--- src/hdl/dra_pkg.sv ---
// Shared types and constants for the delayed-reuse slot allocator.
package dra_pkg;

  // Fixed field widths
  localparam int SLOT_W    = 10;
  localparam int TIME_W    = 32;
  localparam int CS_W      = 7;
  localparam int DELAY_W   = 16;
  localparam int CFG_IDX_W = 2;
  localparam int CFG_DAT_W = 16;

  // Action codes
  localparam logic ACTION_ALLOC = 1'b0;
  localparam logic ACTION_FREE  = 1'b1;

  // Configuration register indexes
  localparam logic [CFG_IDX_W-1:0] CFG_CLIENT_SLOTS = 2'd0;
  localparam logic [CFG_IDX_W-1:0] CFG_GRACE_TIME   = 2'd1;
  localparam logic [CFG_IDX_W-1:0] CFG_REUSE_DELAY  = 2'd2;

  // Configuration reset values
  localparam logic [CS_W-1:0]    CLIENT_SLOTS_RST = 7'd1;
  localparam logic [DELAY_W-1:0] GRACE_TIME_RST   = 16'd2000;
  localparam logic [DELAY_W-1:0] REUSE_DELAY_RST  = 16'd500;

  typedef enum logic [1:0] {
    STATUS_OK       = 2'd0,
    STATUS_FULL     = 2'd1,
    STATUS_BAD_SLOT = 2'd2
  } status_t;

  typedef enum logic [1:0] {
    ST_CLEAR,
    ST_IDLE,
    ST_SCAN,
    ST_RESP
  } back_state_t;

  // Configuration registers as seen by the back end
  typedef struct packed {
    logic [CS_W-1:0]    client_slots;
    logic [DELAY_W-1:0] grace_time_ms;
    logic [DELAY_W-1:0] reuse_delay_ms;
  } cfg_t;

  // Classified request between front and back
  typedef struct packed {
    logic              is_free;
    logic [SLOT_W-1:0] slot_index;
    logic [TIME_W-1:0] now_ms;
  } req_t;

  // Result item
  typedef struct packed {
    logic [SLOT_W-1:0] slot;
    status_t           status;
    logic              reused;
  } res_t;

  // One slot table entry
  typedef struct packed {
    logic              free;
    logic [TIME_W-1:0] stamp;
  } slot_entry_t;

endpackage

--- src/hdl/dra_fifo.sv ---
// Small register FIFO used for the request and result queues (DEPTH >= 2).
module dra_fifo #(
  parameter int WIDTH = 8,
  parameter int DEPTH = 2
) (
  input  logic             clk,
  input  logic             rst,
  input  logic             push,
  input  logic [WIDTH-1:0] wdata,
  output logic             full,
  input  logic             pop,
  output logic [WIDTH-1:0] rdata,
  output logic             empty
);

  localparam int PW = $clog2(DEPTH);
  localparam int CW = $clog2(DEPTH + 1);

  logic [WIDTH-1:0] mem [DEPTH];
  logic [PW-1:0]    wr_ptr;
  logic [PW-1:0]    rd_ptr;
  logic [CW-1:0]    count;
  logic             do_push;
  logic             do_pop;

  assign full    = (count == CW'(DEPTH));
  assign empty   = (count == '0);
  assign do_push = push && !full;
  assign do_pop  = pop && !empty;
  assign rdata   = mem[rd_ptr];

  // Storage
  always_ff @(posedge clk) begin
    if (do_push) begin
      mem[wr_ptr] <= wdata;
    end
  end

  // Pointers and occupancy
  always_ff @(posedge clk) begin
    if (rst) begin
      wr_ptr <= '0;
      rd_ptr <= '0;
      count  <= '0;
    end else begin
      if (do_push) begin
        wr_ptr <= (wr_ptr == PW'(DEPTH - 1)) ? '0 : wr_ptr + 1'b1;
      end
      if (do_pop) begin
        rd_ptr <= (rd_ptr == PW'(DEPTH - 1)) ? '0 : rd_ptr + 1'b1;
      end
      if (do_push && !do_pop) begin
        count <= count + 1'b1;
      end else if (do_pop && !do_push) begin
        count <= count - 1'b1;
      end
    end
  end

endmodule

--- src/hdl/dra_front.sv ---
// Front end: takes requests, decodes the action and queues them for the back end.
module dra_front (
  input  logic                       clk,
  input  logic                       rst,
  input  logic                       hold,
  input  logic                       push,
  input  logic                       action,
  input  logic [dra_pkg::SLOT_W-1:0] slot_index,
  input  logic [dra_pkg::TIME_W-1:0] now_ms,
  output logic                       full,
  output logic                       req_valid,
  output dra_pkg::req_t              req,
  input  logic                       req_pop
);

  dra_pkg::req_t                   req_in;
  logic [$bits(dra_pkg::req_t)-1:0] q_rdata;
  logic                            q_full;
  logic                            q_empty;

  // Classify the incoming request
  always_comb begin
    req_in.is_free    = (action == dra_pkg::ACTION_FREE);
    req_in.slot_index = slot_index;
    req_in.now_ms     = now_ms;
  end

  // No request is taken while the table is being cleared
  assign full = q_full || hold;

  dra_fifo #(
    .WIDTH($bits(dra_pkg::req_t)),
    .DEPTH(2)
  ) u_req_q (
    .clk  (clk),
    .rst  (rst),
    .push (push && !hold),
    .wdata(req_in),
    .full (q_full),
    .pop  (req_pop),
    .rdata(q_rdata),
    .empty(q_empty)
  );

  assign req_valid = !q_empty;
  assign req       = dra_pkg::req_t'(q_rdata);

endmodule

--- config.mk ---
export PLATFORM = sky130hd
export DESIGN_NAME = dra_front
export DESIGN_NICKNAME = d
export VERILOG_FILES = /design/src/hdl/dra_pkg.sv /design/src/hdl/dra_fifo.sv /design/src/hdl/dra_front.sv
export SDC_FILE = /design/constraint.sdc
export NUM_CORES = 1
export LEC_CHECK = 0
export ABC_AREA = 1
export BUFFER_PORTS_ARGS = -buffer_cell sky130_fd_sc_hd__buf_2
export CORE_ASPECT_RATIO = 1.1
export CORE_MARGIN = 2
export CORE_UTILIZATION = 47
export DETAILED_ROUTE_END_ITERATION = 7
export HOLD_SLACK_MARGIN = 0.15
export PLACE_DENSITY_LB_ADDON = 0.1
export SYNTH_ARGS = -nofsm -noshare
export SYNTH_HDL_FRONTEND = slang
export SYNTH_SLANG_ARGS = --single-unit
--- constraint.sdc ---
create_clock -name clk -period 2.6 [get_ports clk]
set_input_delay 0.26 -clock clk [delete_from_list [all_inputs] [get_ports clk]]
set_output_delay 0.26 -clock clk [all_outputs]
set_load 0.02 [all_outputs]
==> results of run 1 <==
-- worst max-delay path, stage by stage, from the launching register on --
cell     delay (ns)
dfxtp_2        0.61
buf_12         0.27
mux2_4         0.32
buf_2          0.16
-- area by class of cell --
cell class              count  area, um2
repair buffers            140      953.4
flip-flops and latches     91       2684
clock inverters             6      71.32
multi-input cells          68      757.0
fillers                   543       2655
inverters                   9      33.78
well taps                  87      108.9
clock buffers              10      127.6
-- state kept, by name, indices dropped and copies added (netlist names), named ones only --
| signal | count |
|---|---|
| u_req_q.rd_ptr | 1 |
| u_req_q.mem | 86 |
| u_req_q.count | 2 |
| u_req_q.wr_ptr | 1 |
-- metal layers --
metal | vias up | share of wire (%) | global-route usage, %
li1 | 946 | - | -
met1 | 940 | 42 | 18.23
met2 | 52 | 52 | 25.19
met3 | 9 | 4.6 | 3.723
met4 | 0 | 1.4 | 6.250
met5 | - | 0 | 0
-- path summary, 6_finish.rpt --
check	end	start	slack (ns)	depth (start not counted)
worst min-delay path	u_req_q.count[1]	rst	0.21	4
worst max-delay path	req[19]	flip-flop	0.61	3
worst min register to register	flip-flop	u_req_q.rd_ptr	0.52	2
worst max register to register	u_req_q.mem[1][22]	u_req_q.count[0]	0.96	5
-- layout by cell type, fill, tap and decap left out --
cell / count
buf_2: 92
edfxtp_1: 86
dlygate4sd3_1: 43
mux2_4: 40
nand2_1: 10
clkbuf_8: 9
inv_1: 8
nor2_1: 5
dfxtp_1: 4
nand3_1: 3
mux2_2: 3
buf_4: 3
nand4_1: 2
a21oi_1: 2
clkinvlp_4: 2
inv_6: 2
buf_12: 2
inv_2: 1
nor2_4: 1
o21ai_0: 1
ha_1: 1
dfxtp_2: 1
bufinv_16: 1
clkinv_4: 1
clkbuf_1: 1
-- metrics by stage --
| stage | util [%] | instances | setup WS [ns] | hold WS (ns) | total power, uW |
|---|---|---|---|---|---|
| after floorplan | - | 173 | 0.4977 | 0.3589 | 2364 |
| after global placement | 55.56 | 352 | 0.9481 | 0.4474 | 2536 |
| after detailed placement | 55.56 | 352 | 0.9459 | 0.4508 | 2545 |
| after CTS | 64.08 | 411 | 0.5722 | 0.1940 | 3528 |
| after global routing | 64.08 | 411 | 0.5179 | 0.2138 | 3640 |
| final | 64.08 | 411 | 0.6079 | 0.2089 | 3484 |
-- power breakdown --
group / internal [uW] / switching [uW]
Clock: 453 / 479
Combinational: 386 / 410
Sequential: 1710 / 48.8
-- kinds of logic (layout without fill, tap and decap cells) --
family | count (synthesis) | after routing | synth area share (%)
buffers and inverters | 14 | 165 | 3.517
AO/OA/AOI/OAI | 3 | 3 | 0.4220
adder cells (fa/ha/maj) | 1 | 1 | 0.3517
multiplexers | 43 | 43 | 17.83
flip-flops | 91 | 91 | 75.41
AND/OR/NAND/NOR | 21 | 21 | 2.462
==> impl_metrics.yaml, run 1 <==
run_status:
  status: "finished clean"
clocking:
  cts.sinks: 91
  clk_latency_ns: 0.34
  clk_pin_slew_ns: 0.09
  cts_buffers: 9
  cts_buffer_depth: 2
  h-tree-depth: 3
  post_cts_buffers: 0
  cts_hold_buf: 43
  post_cts_resize_count: 0
  cts_root_buf: "clkbuf_8"
  cts_tree: "done"
place:
  portBuffers: 92
  place_hpwl_um: 3867
  placed_area_um2: 4106
  globalplace.congestion: 0.7116
setup_path:
  crit_fanout: 24
  crit_path_end_kind: "output port"
  critPathLaunchType: "flip-flop"
  critPathArrivalTime_ns: 1.73
  path_class: "flip-flop to output port"
  cp.required_ns: 2.34
logic_synthesis:
  yosysTopAreaCellShare_pct: 72.60
  synth_area_leaders: "edfxtp_1 73%, mux2_4 17%, dfxtp_1 2.8%"
  netlist_area_um2: 3557
  synth.avg_cell_area_um2: 20.56
  synthTopCellsByCount: "86 x edfxtp_1, 40 x mux2_4, 10 x nand2_1"
  synth-edff-count: 86
  synth.distinct_cells: 14
  syn_nets: 222
  async_flop_share_pct: 0
  ys_seq_elements: 91
  ys_seq_area_share_pct: 75.41
  synth_area_leader_cell: "edfxtp_1"
  synth_ff_type: "edfxtp_1"
  ys_warn_count: 0
  synth_most_common_cell: "edfxtp_1"
  synth_cells: 173
sta:
  period_needed_ns: 1.992
  setup_viol: 0
  relSlewSlack_pct: 66.11
  max_freq_ghz: 0.5020
  rsz0062_at_grt: "no"
  slew_viol_final: 0
  fin_crit_sh_pct: 76.62
  worstMarginPinSlew_ns: 0.5076
  hold_violations: 0
  tns_ns: 0
  finalClockSkew_ns: 0.01077
route:
  via_count: 1947
  vias_per_cell: 4.737
  drtIter0Drc: 61
  antenna_left: 0
  wl_um: 6028
  drtPass1Iterations: 4
  drc: 0
  wl_per_cell_um: 14.67
pwr:
  ir_drop_v: 0.0004353
  powerDensity_nw_per_um2: 735.7
  p_leak_uw: 0.001898
hold_path:
  hp-class: "input pin to flip-flop"
global_route:
  grt_pass1_vias: 1973
  grt_pass1_wl_um: 9211
  grt_start_max_net_pins: 25
  grt_util_all_layers_pct: 14.91
  antenna_found_initial: 0
  grt_overflow: 0
finish:
  synthToLayoutAreaGrowth_pct: 33.13
  drive_gt1_share_pct: 48.77
  layout.nets: 368
  diodes: 0
  final_area_um2: 4736
die:
  start_util_pct: 48.13
  num_rows: 33
  die_w_um: 86.95
  core-area_um2: 7391
  dieArea_um2: 8282
  io_pins: 93
  die_y_um: 95.25
flow_run:
  cap_viol_max_count: 0
Power figures use the tool's default switching activity.
==> run 2, diff against run 1 <==
==> constraint.sdc (replaced) <==
create_clock -name clk -period 1.78 [get_ports clk]
set_input_delay 0.178 -clock clk [delete_from_list [all_inputs] [get_ports clk]]
set_output_delay 0.178 -clock clk [all_outputs]
set_load 0.02 [all_outputs]
==> impl_metrics.yaml, run 2 (synthesis gave the netlist of run 1 again) <==
sta:
  worstMarginPinSlew_ns: 0.3437
  hold_violations: 0
  setup_viol: 0
  slew_viol_final: 0
  period_needed_ns: 1.697
  rsz0062_at_grt: "no"
  max_freq_ghz: 0.5893
  fin_crit_sh_pct: 95.33
  tns_ns: 0
  relSlewSlack_pct: 77.09
  finalClockSkew_ns: 0.005971
setup_path:
  critPathLaunchType: "flip-flop"
  r2r_cells: 10
  critPathArrivalTime_ns: 1.52
  path_class: "flip-flop to output port"
  cp.required_ns: 1.60
  crit_path_end_kind: "output port"
  reg2reg_from: "u_req_q.count[0]"
  r2r_slack_ns: 0.31
  reg2reg_to: "u_req_q.count[1]"
  crit_fanout: 16
die:
  start_util_pct: 48.13
  die_w_um: 86.95
  core-area_um2: 7391
  dieArea_um2: 8282
  io_pins: 93
  num_rows: 33
  die_y_um: 95.25
pwr:
  total_power_uw: 5200
  ir_drop_v: 0.0006886
  powerDensity_nw_per_um2: 1087
  p_leak_uw: 0.001914
hold_path:
  holdPathEnd: "u_req_q.wr_ptr"
  min_path_cells: 4
  hold_path.startpoint: "push"
  hp-class: "input pin to flip-flop"
finish:
  synthToLayoutAreaGrowth_pct: 34.51
  instances_no_fill: 414
  layout_common_cells: "92 x buf_2, 86 x edfxtp_1, 45 x dlygate4sd3_1, 40 x mux2_4, 10 x nand2_1"
  layout_commonest_cell: "buf_2"
  top_regs: "u_req_q.mem x86, u_req_q.count x2"
  drive_gt1_share_pct: 48.62
  diodes: 0
  largest_reg_flops: 86
  layout.nets: 371
  n_fill_cell: 546
  largest-register: "u_req_q.mem"
place:
  portBuffers: 92
  dp_cells: 353
  place_hpwl_um: 3769
  globalplace.congestion: 0.6828
clocking:
  cts_buffer_depth: 2
  clk_pin_slew_ns: 0.08
  post_cts_resize_count: 0
  h-tree-depth: 3
  cts_tree: "done"
  cts_root_buf: "clkbuf_8"
  cts_buffers: 9
  cts.sinks: 91
  clk_latency_ns: 0.34
run_status:
  status: "finished clean"
flow_run:
  cap_viol_max_count: 0
route:
  drc: 0
  drtPass1Iterations: 4
  wl_per_cell_um: 14.59
  via_count: 1917
  drtIter0Drc: 85
  antenna_left: 0
  wl_um: 6041
  vias_per_cell: 4.630
global_route:
  grt_overflow: 0
  antenna_found_initial: 0
  grt_pass1_wl_um: 8942
  grt_pass1_vias: 1871
  grt_start_max_net_pins: 28
  grt_util_all_layers_pct: 15.04
## run 2: cell count changes in the layout (fill, tap and decap cells not counted), sizes merged
cell / change
clkinvlp: +1
inv: -3
clkbuf: -1
dlygate4sd3: +2
bufinv: +1
buf: +1
clkinv: +2
## run 2: worst max path at each step
| stage | from | end | depth (start not counted) |
|---|---|---|---|
| finish | flip-flop | req[28] | 3 |
| CTS | flip-flop | req[28] | 3 |
| detailed placement | u_req_q.count[0] | u_req_q.count[1] | 10 |
| global placement | u_req_q.count[0] | u_req_q.mem[0][17] | 5 |
| global route | flip-flop | req[28] | 3 |
| floorplan | u_req_q.count[0] | u_req_q.mem[0][0] | 4 |
## run 2: per-layer routing
layer / GRT usage, % / routed length (um) / up-vias
met5: 0 / 0 / -
met4: 7.422 / 99 / 0
met3: 3.463 / 250 / 7
met2: 25.57 / 3172 / 52
met1: 17.95 / 2519 / 906
li1: - / - / 952
## run 2: stage by stage
| step | utilization [%] | hold slack [ns] | setup WS [ns] | area, um2 |
|---|---|---|---|---|
| CTS | 64.74 | 0.2428 | 0.05256 | 4785 |
| floorplan | - | 0.2769 | 0.1268 | 3568 |
| global placement | 55.71 | 0.3670 | 0.3871 | 4118 |
| finish | 64.74 | 0.2534 | 0.08306 | 4785 |
| global route | 64.74 | 0.2867 | 0.002450 | 4785 |
| detailed placement | 55.71 | 0.3690 | 0.3239 | 4118 |
## run 2: final cells by class
class,instances,area [um2],share of cell area [%]
inverters,9,37.54,0.7845
flip-flops and latches,91,2684,56.09
clock inverters,7,92.59,1.935
multi-input cells,68,757.0,15.82
clock buffers,9,123.9,2.589
well taps,87,108.9,2.275
repair buffers,143,980.9,20.50
## run 2: critical path: stages (launching register included)
cell,delay [ns]
dfxtp_2,0.36
buf_4,0.31
mux2_4,0.33
buf_2,0.16
## run 2: where the power goes
part,internal (uW),total (uW),switching [uW]
combinational,569,1200,629
sequential,2490,2540,43.4
clock,785,1470,680
## run 2: timing repair
item | 4_1_cts | 5_1_grt
buffers inserted | 0 | 0
hold buffers | 45 | 0
endpoints found under the hold margin | 91 | 0
