===== config.mk =====
export PLATFORM = sky130hd
export DESIGN_NAME = dra_fifo
export DESIGN_NICKNAME = d
export VERILOG_FILES = /design/src/hdl/dra_fifo.sv
export SDC_FILE = /design/constraint.sdc
export NUM_CORES = 1
export LEC_CHECK = 0
export BUFFER_PORTS_ARGS = -buffer_cell sky130_fd_sc_hd__buf_4
export CORE_ASPECT_RATIO = 0.8
export CORE_UTILIZATION = 35
export DETAILED_ROUTE_END_ITERATION = 7
export MAX_ROUTING_LAYER = met4
export PLACE_DENSITY = 0.54
export SLEW_MARGIN = 15
export SYNTH_ARGS = -nofsm -noshare
export SYNTH_HDL_FRONTEND = slang
export SYNTH_SLANG_ARGS = --single-unit
export TNS_END_PERCENT = 50

===== constraint.sdc =====
create_clock -name clk -period 1.6 [get_ports clk]
set_input_delay 0.24 -clock clk [delete_from_list [all_inputs] [get_ports clk]]
set_output_delay 0.24 -clock clk [all_outputs]
set_load 0.02 [all_outputs]

===== src/hdl/dra_fifo.sv =====
// Small register FIFO used for the request and result queues (DEPTH >= 2).
module dra_fifo #(
  parameter int WIDTH = 8,
  parameter int DEPTH = 2
) (
  input  logic             clk,
  input  logic             rst,
  input  logic             push,
  input  logic [WIDTH-1:0] wdata,
  output logic             full,
  input  logic             pop,
  output logic [WIDTH-1:0] rdata,
  output logic             empty
);

  localparam int PW = $clog2(DEPTH);
  localparam int CW = $clog2(DEPTH + 1);

  logic [WIDTH-1:0] mem [DEPTH];
  logic [PW-1:0]    wr_ptr;
  logic [PW-1:0]    rd_ptr;
  logic [CW-1:0]    count;
  logic             do_push;
  logic             do_pop;

  assign full    = (count == CW'(DEPTH));
  assign empty   = (count == '0);
  assign do_push = push && !full;
  assign do_pop  = pop && !empty;
  assign rdata   = mem[rd_ptr];

  // Storage
  always_ff @(posedge clk) begin
    if (do_push) begin
      mem[wr_ptr] <= wdata;
    end
  end

  // Pointers and occupancy
  always_ff @(posedge clk) begin
    if (rst) begin
      wr_ptr <= '0;
      rd_ptr <= '0;
      count  <= '0;
    end else begin
      if (do_push) begin
        wr_ptr <= (wr_ptr == PW'(DEPTH - 1)) ? '0 : wr_ptr + 1'b1;
      end
      if (do_pop) begin
        rd_ptr <= (rd_ptr == PW'(DEPTH - 1)) ? '0 : rd_ptr + 1'b1;
      end
      if (do_push && !do_pop) begin
        count <= count + 1'b1;
      end else if (do_pop && !do_push) begin
        count <= count - 1'b1;
      end
    end
  end

endmodule


==> reports/results.ini, run 1 <==
[logic_synthesis]
synth_cell_types=13
syn_nets=63
ys_seq_elements=21
syn_area_per_cell_um2=15.87
synth_seq_area_share_pct=73.19
syn_area_um2=793.3
synthCells=50
ys_warn_count=0

[sta]
period_minus_slack_ps=1512
tightest_slew_ps=406.9
period_share_pct=94.49
fin_setup_tns_ps=0
hold_viol=0
finClkSkew_ps=0.9836
timing.slew.headroom_pct=72.87
drv_slew=0
finalSetupViolations=0
grt_setup_unrepaired=false
fmax_mhz=661.4

[floorplan]
row_count=15
initial_core_util_pct=37.08
dieWidth_um=55.23
core-area_um2=2140
dieArea_um2=2462
io_pins=22
die_y_um=44.58

[power_and_ir_drop]
power.internal_uw=1088
pwr-share-seq_pct=48.4
p_switching_uw=519.4
power_density_nw_per_um2=1574
power.share.combinational_pct=36.1
p_sw_share_pct=32.32
p_leak_uw=0.0004054
clockPowerShare_pct=15.5
irDropWorstVdd_v=0.0009587

[global_route]
grt_pass1_vias=362
grt_pass1_wl_um=1614
grt_use_total_pct=9.772
antenna_found_initial=0
overflow=0
grt_max_degree=13

[clock_tree]
cts_tree=done
cts.sinks=21
clockBufferDepth=2
h-tree-depth=1
clk_latency_ps=300
cts-resized-gates=1
postCtsSetupRepairBufs=0
numCtsBuffers=3
cts_root_buffer=clkbuf_4
clkSlewWorstSetupHoldPaths_ps=110
cts_hold_buf=0

[layout]
nets=89
multiInputGateArea_um2=205.2
regArea_um2=584.3
final_cell_mix=22 x buf_4, 16 x edfxtp_1, 8 x mux2_2
syn_to_final_growth_pct=28.71
diodes=0
fin_util_pct=47.72
stdcell_area_um2=1021
fillers=200
final_cells=100
final_common_cell=buf_4
drive_above_1_share_pct=50.67

[setup_path]
critPathKind=reg -> out
worstPathRequired_ps=1360
end_kind=output pin
arrival_ps=1270
critPathMaxFanout=8
crit_path_start_kind=flip-flop

[detailed_routing]
ant_nets=0
firstDrtPassIters=3
wl_per_cell_um=11.25
routed_wl_um=1125
drtIter0Drc=7
route.detailed.drc=0
vias=457
vias_per_cell=4.570

[placed_design]
gp_congestion=0.7147
dp.cells=96
placed_cell_area_um2=984.7
port_buffers=21

[outcome]
outcome=finished clean

[run]
drv_cap=0

[min_path]
hold_class=in -> reg

cells in the mapped netlist (all sizes together):
cell type / n / area share (%)
nor2b: 1 / 1.1
dfxtp: 5 / 13
edfxtp: 16 / 61
or3: 2 / 1.6
buf: 1 / 0.63
inv: 2 / 0.95
o21ai: 3 / 1.9
ha: 1 / 1.6
xor2: 3 / 3.3
mux2: 8 / 11
and2: 1 / 0.79
nor2: 5 / 2.4
a21oi: 2 / 1.3
cell families (layout without fill, tap and decap cells):
kind of cell	after synthesis	after routing	synth area share, %
multiplexers	8	8	11.36
flip-flops	21	21	73.19
XOR/XNOR	3	3	3.313
buffers and inverters	3	28	1.577
AO/OA/AOI/OAI	5	5	3.154
adder cells (fa/ha/maj)	1	1	1.577
AND/OR/NAND/NOR	9	9	5.837
area by class of cell:
cell class	instances	area share [%]
clock buffer	3	2.206
clock inverter	1	0.4902
inverter	2	0.7353
multi-input combinational	26	20.10
sequential	21	57.23
tap	25	3.064
timing repair buffer	22	16.18
worst paths after layout:
path / from / end / slack (ps) / cells past startpoint
max: flip-flop / rdata[0] / 90 / 2
min: rst / count[1] / 110 / 2
max reg2reg: count[1] / count[1] / 110 / 5
min reg2reg: wr_ptr / wr_ptr / 490 / 2
sequential cells by signal, summed over array words and instances, names as in the netlist, named ones only:
name,count
mem,16
rd_ptr,1
count,2
wr_ptr,1
power by group through the flow:
stage	clock network, uW	logic [uW]	registers, uW
CTS	260	578	770
detailed placement	0	573	780
floorplan	0	394	742
global route	281	625	790
finish	249	580	778
global placement	0	570	779
critical path, stage by stage (launching register included):
cell and delay (ps):
dfxtp_2 460, mux2_2 360, buf_4 160
metrics by stage:
step | total power [uW] | hold WS (ps) | setup WS [ps]
floorplan | 1136 | 309.1 | 13.44
global placement | 1349 | 424.6 | 123.3
detailed placement | 1353 | 428.6 | 83.28
CTS | 1608 | 105.1 | 51.01
global route | 1697 | 93.85 | 9.969
finish | 1607 | 113.8 | 88.16
layer usage:
metal	vias up	track usage [%]	wire (um)
li1	229	-	-
met1	210	12.48	543
met2	14	12.53	503
met3	4	2.632	52
met4	0	9.000	26
met5	-	-	0
No activity file was read; power rests on OpenSTA's default activity.
==> inputs of run 2 (changes only) <==
- CORE_UTILIZATION: 35 -> 48
- PLACE_DENSITY: 0.54 -> 0.71
==> reports/results.ini, run 2 (synthesis gave the netlist of run 1 again) <==
[outcome]
outcome=finished clean

[setup_path]
path_cells=mux2_2 -> buf_4
arrival_ps=1270  ; about the same
crit_family=flip-flops
critPathKind=reg -> out
crit_path_start_kind=flip-flop
cp_num_buf_inv=1  ; unchanged
cpPeakStageDelay_ps=450  ; about the same
r2r_setup_slack_ps=120  ; about the same
worstPathRequired_ps=1360  ; about the same
critPathMaxFanout=8  ; unchanged
end_kind=output pin
crit_path_top_delay_cell=dfxtp_2

[layout]
diodes=0  ; unchanged
largest_register_ffs=16  ; unchanged
final_common_cell=buf_4
nets=89  ; unchanged
final_cell_mix=22 x buf_4, 16 x edfxtp_1, 8 x mux2_2
fillers=109  ; -46%
syn_to_final_growth_pct=27.92
reg_top3=mem (16), count (2)
drive_above_1_share_pct=49.33  ; -1.3 points
top_register=mem

[global_route]
antenna_found_initial=0  ; unchanged
grt_pass1_vias=410  ; +13%
grt_use_total_pct=14.42  ; +4.6 points
grt_pass1_wl_um=1656  ; +2.6%
overflow=0  ; unchanged
grt_max_degree=12  ; -1

[clock_tree]
clkSlewWorstSetupHoldPaths_ps=100  ; about the same
numCtsBuffers=3  ; unchanged
cts.sinks=21  ; unchanged
cts_tree=done
clockBufferDepth=2  ; unchanged
cts_hold_buf=0  ; unchanged
clk_latency_ps=290  ; about the same
h-tree-depth=1  ; unchanged
cts_root_buffer=clkbuf_4

[sta]
tightest_slew_ps=377.2  ; -29.67 ps
grt_setup_unrepaired=false
period_minus_slack_ps=1509  ; -2.406 ps
finClkSkew_ps=2.861  ; +1.878 ps
drv_slew=0  ; unchanged
fin_setup_tns_ps=0  ; unchanged
timing.slew.headroom_pct=74.85  ; +2.0 points
hold_viol=0  ; unchanged
fmax_mhz=662.5  ; +0.16%
finalSetupViolations=0  ; unchanged
period_share_pct=94.34  ; -0.15 points

[floorplan]
row_count=12  ; -3
core-area_um2=1456  ; -32%
dieWidth_um=47.45  ; -14%
initial_core_util_pct=54.47  ; +17 points
io_pins=22  ; unchanged
die_y_um=38.36  ; -14%
dieArea_um2=1820  ; -26%

[detailed_routing]
firstDrtPassIters=3  ; unchanged
route.detailed.drc=0  ; unchanged
ant_nets=0  ; unchanged
routed_wl_um=1084  ; -3.6%
drtIter0Drc=9  ; +2
wl_per_cell_um=11.29  ; +0.37%
vias=453  ; -0.88%
vias_per_cell=4.719  ; +3.3%

[min_path]
hold_class=in -> reg

[placed_design]
gp_congestion=0.7048  ; -1.4%
port_buffers=21  ; unchanged

[run]
drv_cap=0  ; unchanged

[power_and_ir_drop]
p_leak_uw=0.0004027  ; -0.67%
irDropWorstVdd_v=0.001030  ; +7.4%
power_density_nw_per_um2=1574  ; about the same
finalPower_uw=1598  ; -0.59%

==> run 2: what timing repair did <==
action,in CTS,in global routing
cloned,0,0
endpoints found under the setup margin,8,1
pin swaps,0,0
setup buffers,0,0
gates resized for setup,1,4
==> run 2: area by class of cell <==
type / count / area [um2] / share of cell area (%)
inverter: 2 / 7.507 / 0.7398
timing repair buffer: 22 / 165.2 / 16.28
sequential: 21 / 584.3 / 57.58
tap: 21 / 26.28 / 2.589
clock buffer: 4 / 26.28 / 2.589
multi-input combinational: 26 / 205.2 / 20.22
==> run 2: metal layers <==
metal,GRT usage (%),vias up,routed length [um]
met5,-,-,0
li1,-,232,-
met4,6.429,0,0
met3,2.830,0,66
met1,20.00,206,548
met2,20.55,15,468
==> run 2: power breakdown <==
group / internal (uW) / switching (uW) / total [uW]
sequential: 703 / 73.9 / 777
combinational: 292 / 291 / 583
clock: 96.9 / 141 / 238
total: 1090 / 506 / 1600
==> run 2: metrics by stage <==
step                      hold slack, ps  setup WS (ps)  std cells  area, um2  utilization [%]
after floorplan                    309.1          13.44         50      793.3                -
after global placement             425.5          122.2         92      979.7            67.27
after detailed placement           428.0          97.02         92      979.7            67.27
after CTS                          114.6          62.15         96       1007            69.16
after global routing               106.6          14.88         96       1015            69.67
final                              124.7          90.57         96       1015            69.67
==> run 2: final timing paths <==
check / start / end / depth (start not counted)
setup / recovery: flip-flop / rdata[3] / 2
hold / removal: rst / count[1] / 2
setup reg to reg: count[1] / count[1] / 5
hold reg to reg: wr_ptr / wr_ptr / 2
==> inputs of run 3 (changes only) <==
- SLEW_MARGIN: 15 -> 0
- clock period: 1.6 -> 1.5 ns (I/O delays scaled with it)
==> reports/results.ini, run 3 (synthesis gave the netlist of run 1 again) <==
[floorplan]
row_count=12  ; unchanged
initial_core_util_pct=54.47  ; unchanged
dieArea_um2=1820  ; unchanged
io_pins=22  ; unchanged
die_y_um=38.36  ; unchanged
dieWidth_um=47.45  ; unchanged
core-area_um2=1456  ; unchanged

[layout]
top_register=mem
syn_to_final_growth_pct=34.07
diodes=0  ; unchanged
fillers=112  ; +2.8%
drive_above_1_share_pct=56.96  ; +7.6 points
nets=93  ; +4.5%
largest_register_ffs=16  ; unchanged
final_common_cell=buf_4
reg_top3=mem (16), count (2)
final_cell_mix=26 x buf_4, 16 x edfxtp_1, 8 x mux2_2
stdcell_area_um2=1064  ; +4.8%

[placed_design]
port_buffers=21  ; unchanged
placed_cell_area_um2=992.2  ; +1.3%
dp_hpwl_um=866.8
gp_congestion=0.8276  ; +17%
dp_slack_ps=19.41  ; -77.61 ps

[setup_path]
cpPeakStageDelay_ps=370  ; -80 ps
arrival_ps=1710  ; +440 ps
r2r_cells=5  ; unchanged
r2r_setup_slack_ps=20  ; -100 ps
critPathKind=reg -> reg
worstPathRequired_ps=1730  ; +370 ps
r2r-end=count[1]
crit_path_top_delay_cell=or3_4
path_cells=nor2b_4 -> nor2_2 -> ha_2 -> or3_4 -> a21oi_2
r2r-start=count[1]
end_kind=flip-flop
crit_family=simple AND/OR/NAND/NOR gates
critPathMaxFanout=4  ; -4
crit_path_start_kind=flip-flop
cp_num_buf_inv=0  ; -1

[global_route]
antenna_found_initial=0  ; unchanged
grt_max_degree=12  ; unchanged
overflow=0  ; unchanged
grt_pass1_wl_um=1731  ; +4.5%
grt_use_total_pct=15.50  ; +1.1 points
grt_pass1_vias=400  ; -2.4%

[detailed_routing]
firstDrtPassIters=4  ; +1
vias=495  ; +9.3%
route.detailed.drc=0  ; unchanged
routed_wl_um=1325  ; +22%
ant_nets=0  ; unchanged
vias_per_cell=4.950  ; +4.9%
drtIter0Drc=8  ; -1
wl_per_cell_um=13.25  ; +17%

[min_path]
hold_end=count[1]
hold_depth=2  ; unchanged
min-delay-start=rst
hold_class=in -> reg

[clock_tree]
h-tree-depth=1  ; unchanged
clk_latency_ps=290  ; about the same
clkSlewWorstSetupHoldPaths_ps=100  ; about the same
cts.sinks=21  ; unchanged
cts_root_buffer=clkbuf_4
numCtsBuffers=3  ; unchanged
cts_tree=done
clockBufferDepth=2  ; unchanged

[power_and_ir_drop]
irDropWorstVdd_v=0.0009981  ; -3.1%
p_leak_uw=0.0004239  ; +5.3%
finalPower_uw=1854  ; +16%
power_density_nw_per_um2=1743  ; +11%

[sta]
drv_slew=0  ; unchanged
fmax_mhz=676.4
fin_setup_tns_ps=0  ; unchanged
fin_ws_ps=21.63  ; -68.94 ps
grt_setup_unrepaired=true
period_share_pct=98.56
tightest_slew_ps=387.3  ; +10.08 ps
period_minus_slack_ps=1478
hold_viol=0  ; unchanged
finalSetupViolations=0  ; unchanged
finClkSkew_ps=2.656  ; -0.2060 ps
timing.slew.headroom_pct=74.18  ; -0.67 points

[run]
drv_cap=0  ; unchanged

[outcome]
outcome=finished clean

## run 3: how the worst max path moves through the flow
stage | depth (start not counted) | slack, ps | start | to
floorplan | 5 | 0.5 | count[1] | count[1]
global placement | 5 | 30 | count[1] | count[1]
global route | 5 | -50 | count[1] | count[1]
CTS | 4 | 10 | count[0] | count[1]
detailed placement | 5 | 20 | count[1] | count[1]
finish | 5 | 20 | count[1] | count[1]
## run 3: what timing repair did
action,4_1_cts,5_1_grt
buffers inserted,0,3
setup endpoints to repair,9,7
gates resized for setup,3,7
hold buffers,0,0
pin swaps,0,3
## run 3: final cells by class
class | count | area [um2] | area share, %
flip-flops and latches | 21 | 589.3 | 55.41
repair buffers | 26 | 195.2 | 18.35
inverters | 2 | 7.507 | 0.7059
multi-input cells | 26 | 219.0 | 20.59
clock buffers | 4 | 26.28 | 2.471
well taps | 21 | 26.28 | 2.471
## run 3: report_power, final
group	leakage (uW)	total, uW	switching [uW]	internal, uW
Sequential	0.000192	833	74.7	759
Clock	0.0000150	256	152	104
Combinational	0.000217	765	368	396
Total	0.000424	1850	595	1260
## run 3: stage by stage
stage / util [%] / hold WS [ps] / cells
after CTS: 70.27 / 100.4 / 97
after global placement: 68.13 / 411.5 / 93
after floorplan: - / 294.1 / 50
after detailed placement: 68.13 / 412.4 / 93
after global routing: 73.02 / 84.24 / 100
final: 73.02 / 103.0 / 100
## run 3: metal layers
| metal | up-vias | wire length [um] | share of wire [%] | track usage, % |
|---|---|---|---|---|
| met3 | 0 | 77 | 5.8 | 7.547 |
| met4 | 0 | 0 | 0 | 2.143 |
| li1 | 237 | - | - | - |
| met2 | 14 | 686 | 52 | 23.29 |
| met1 | 244 | 560 | 42 | 19.44 |
| met5 | - | 0 | 0 | - |
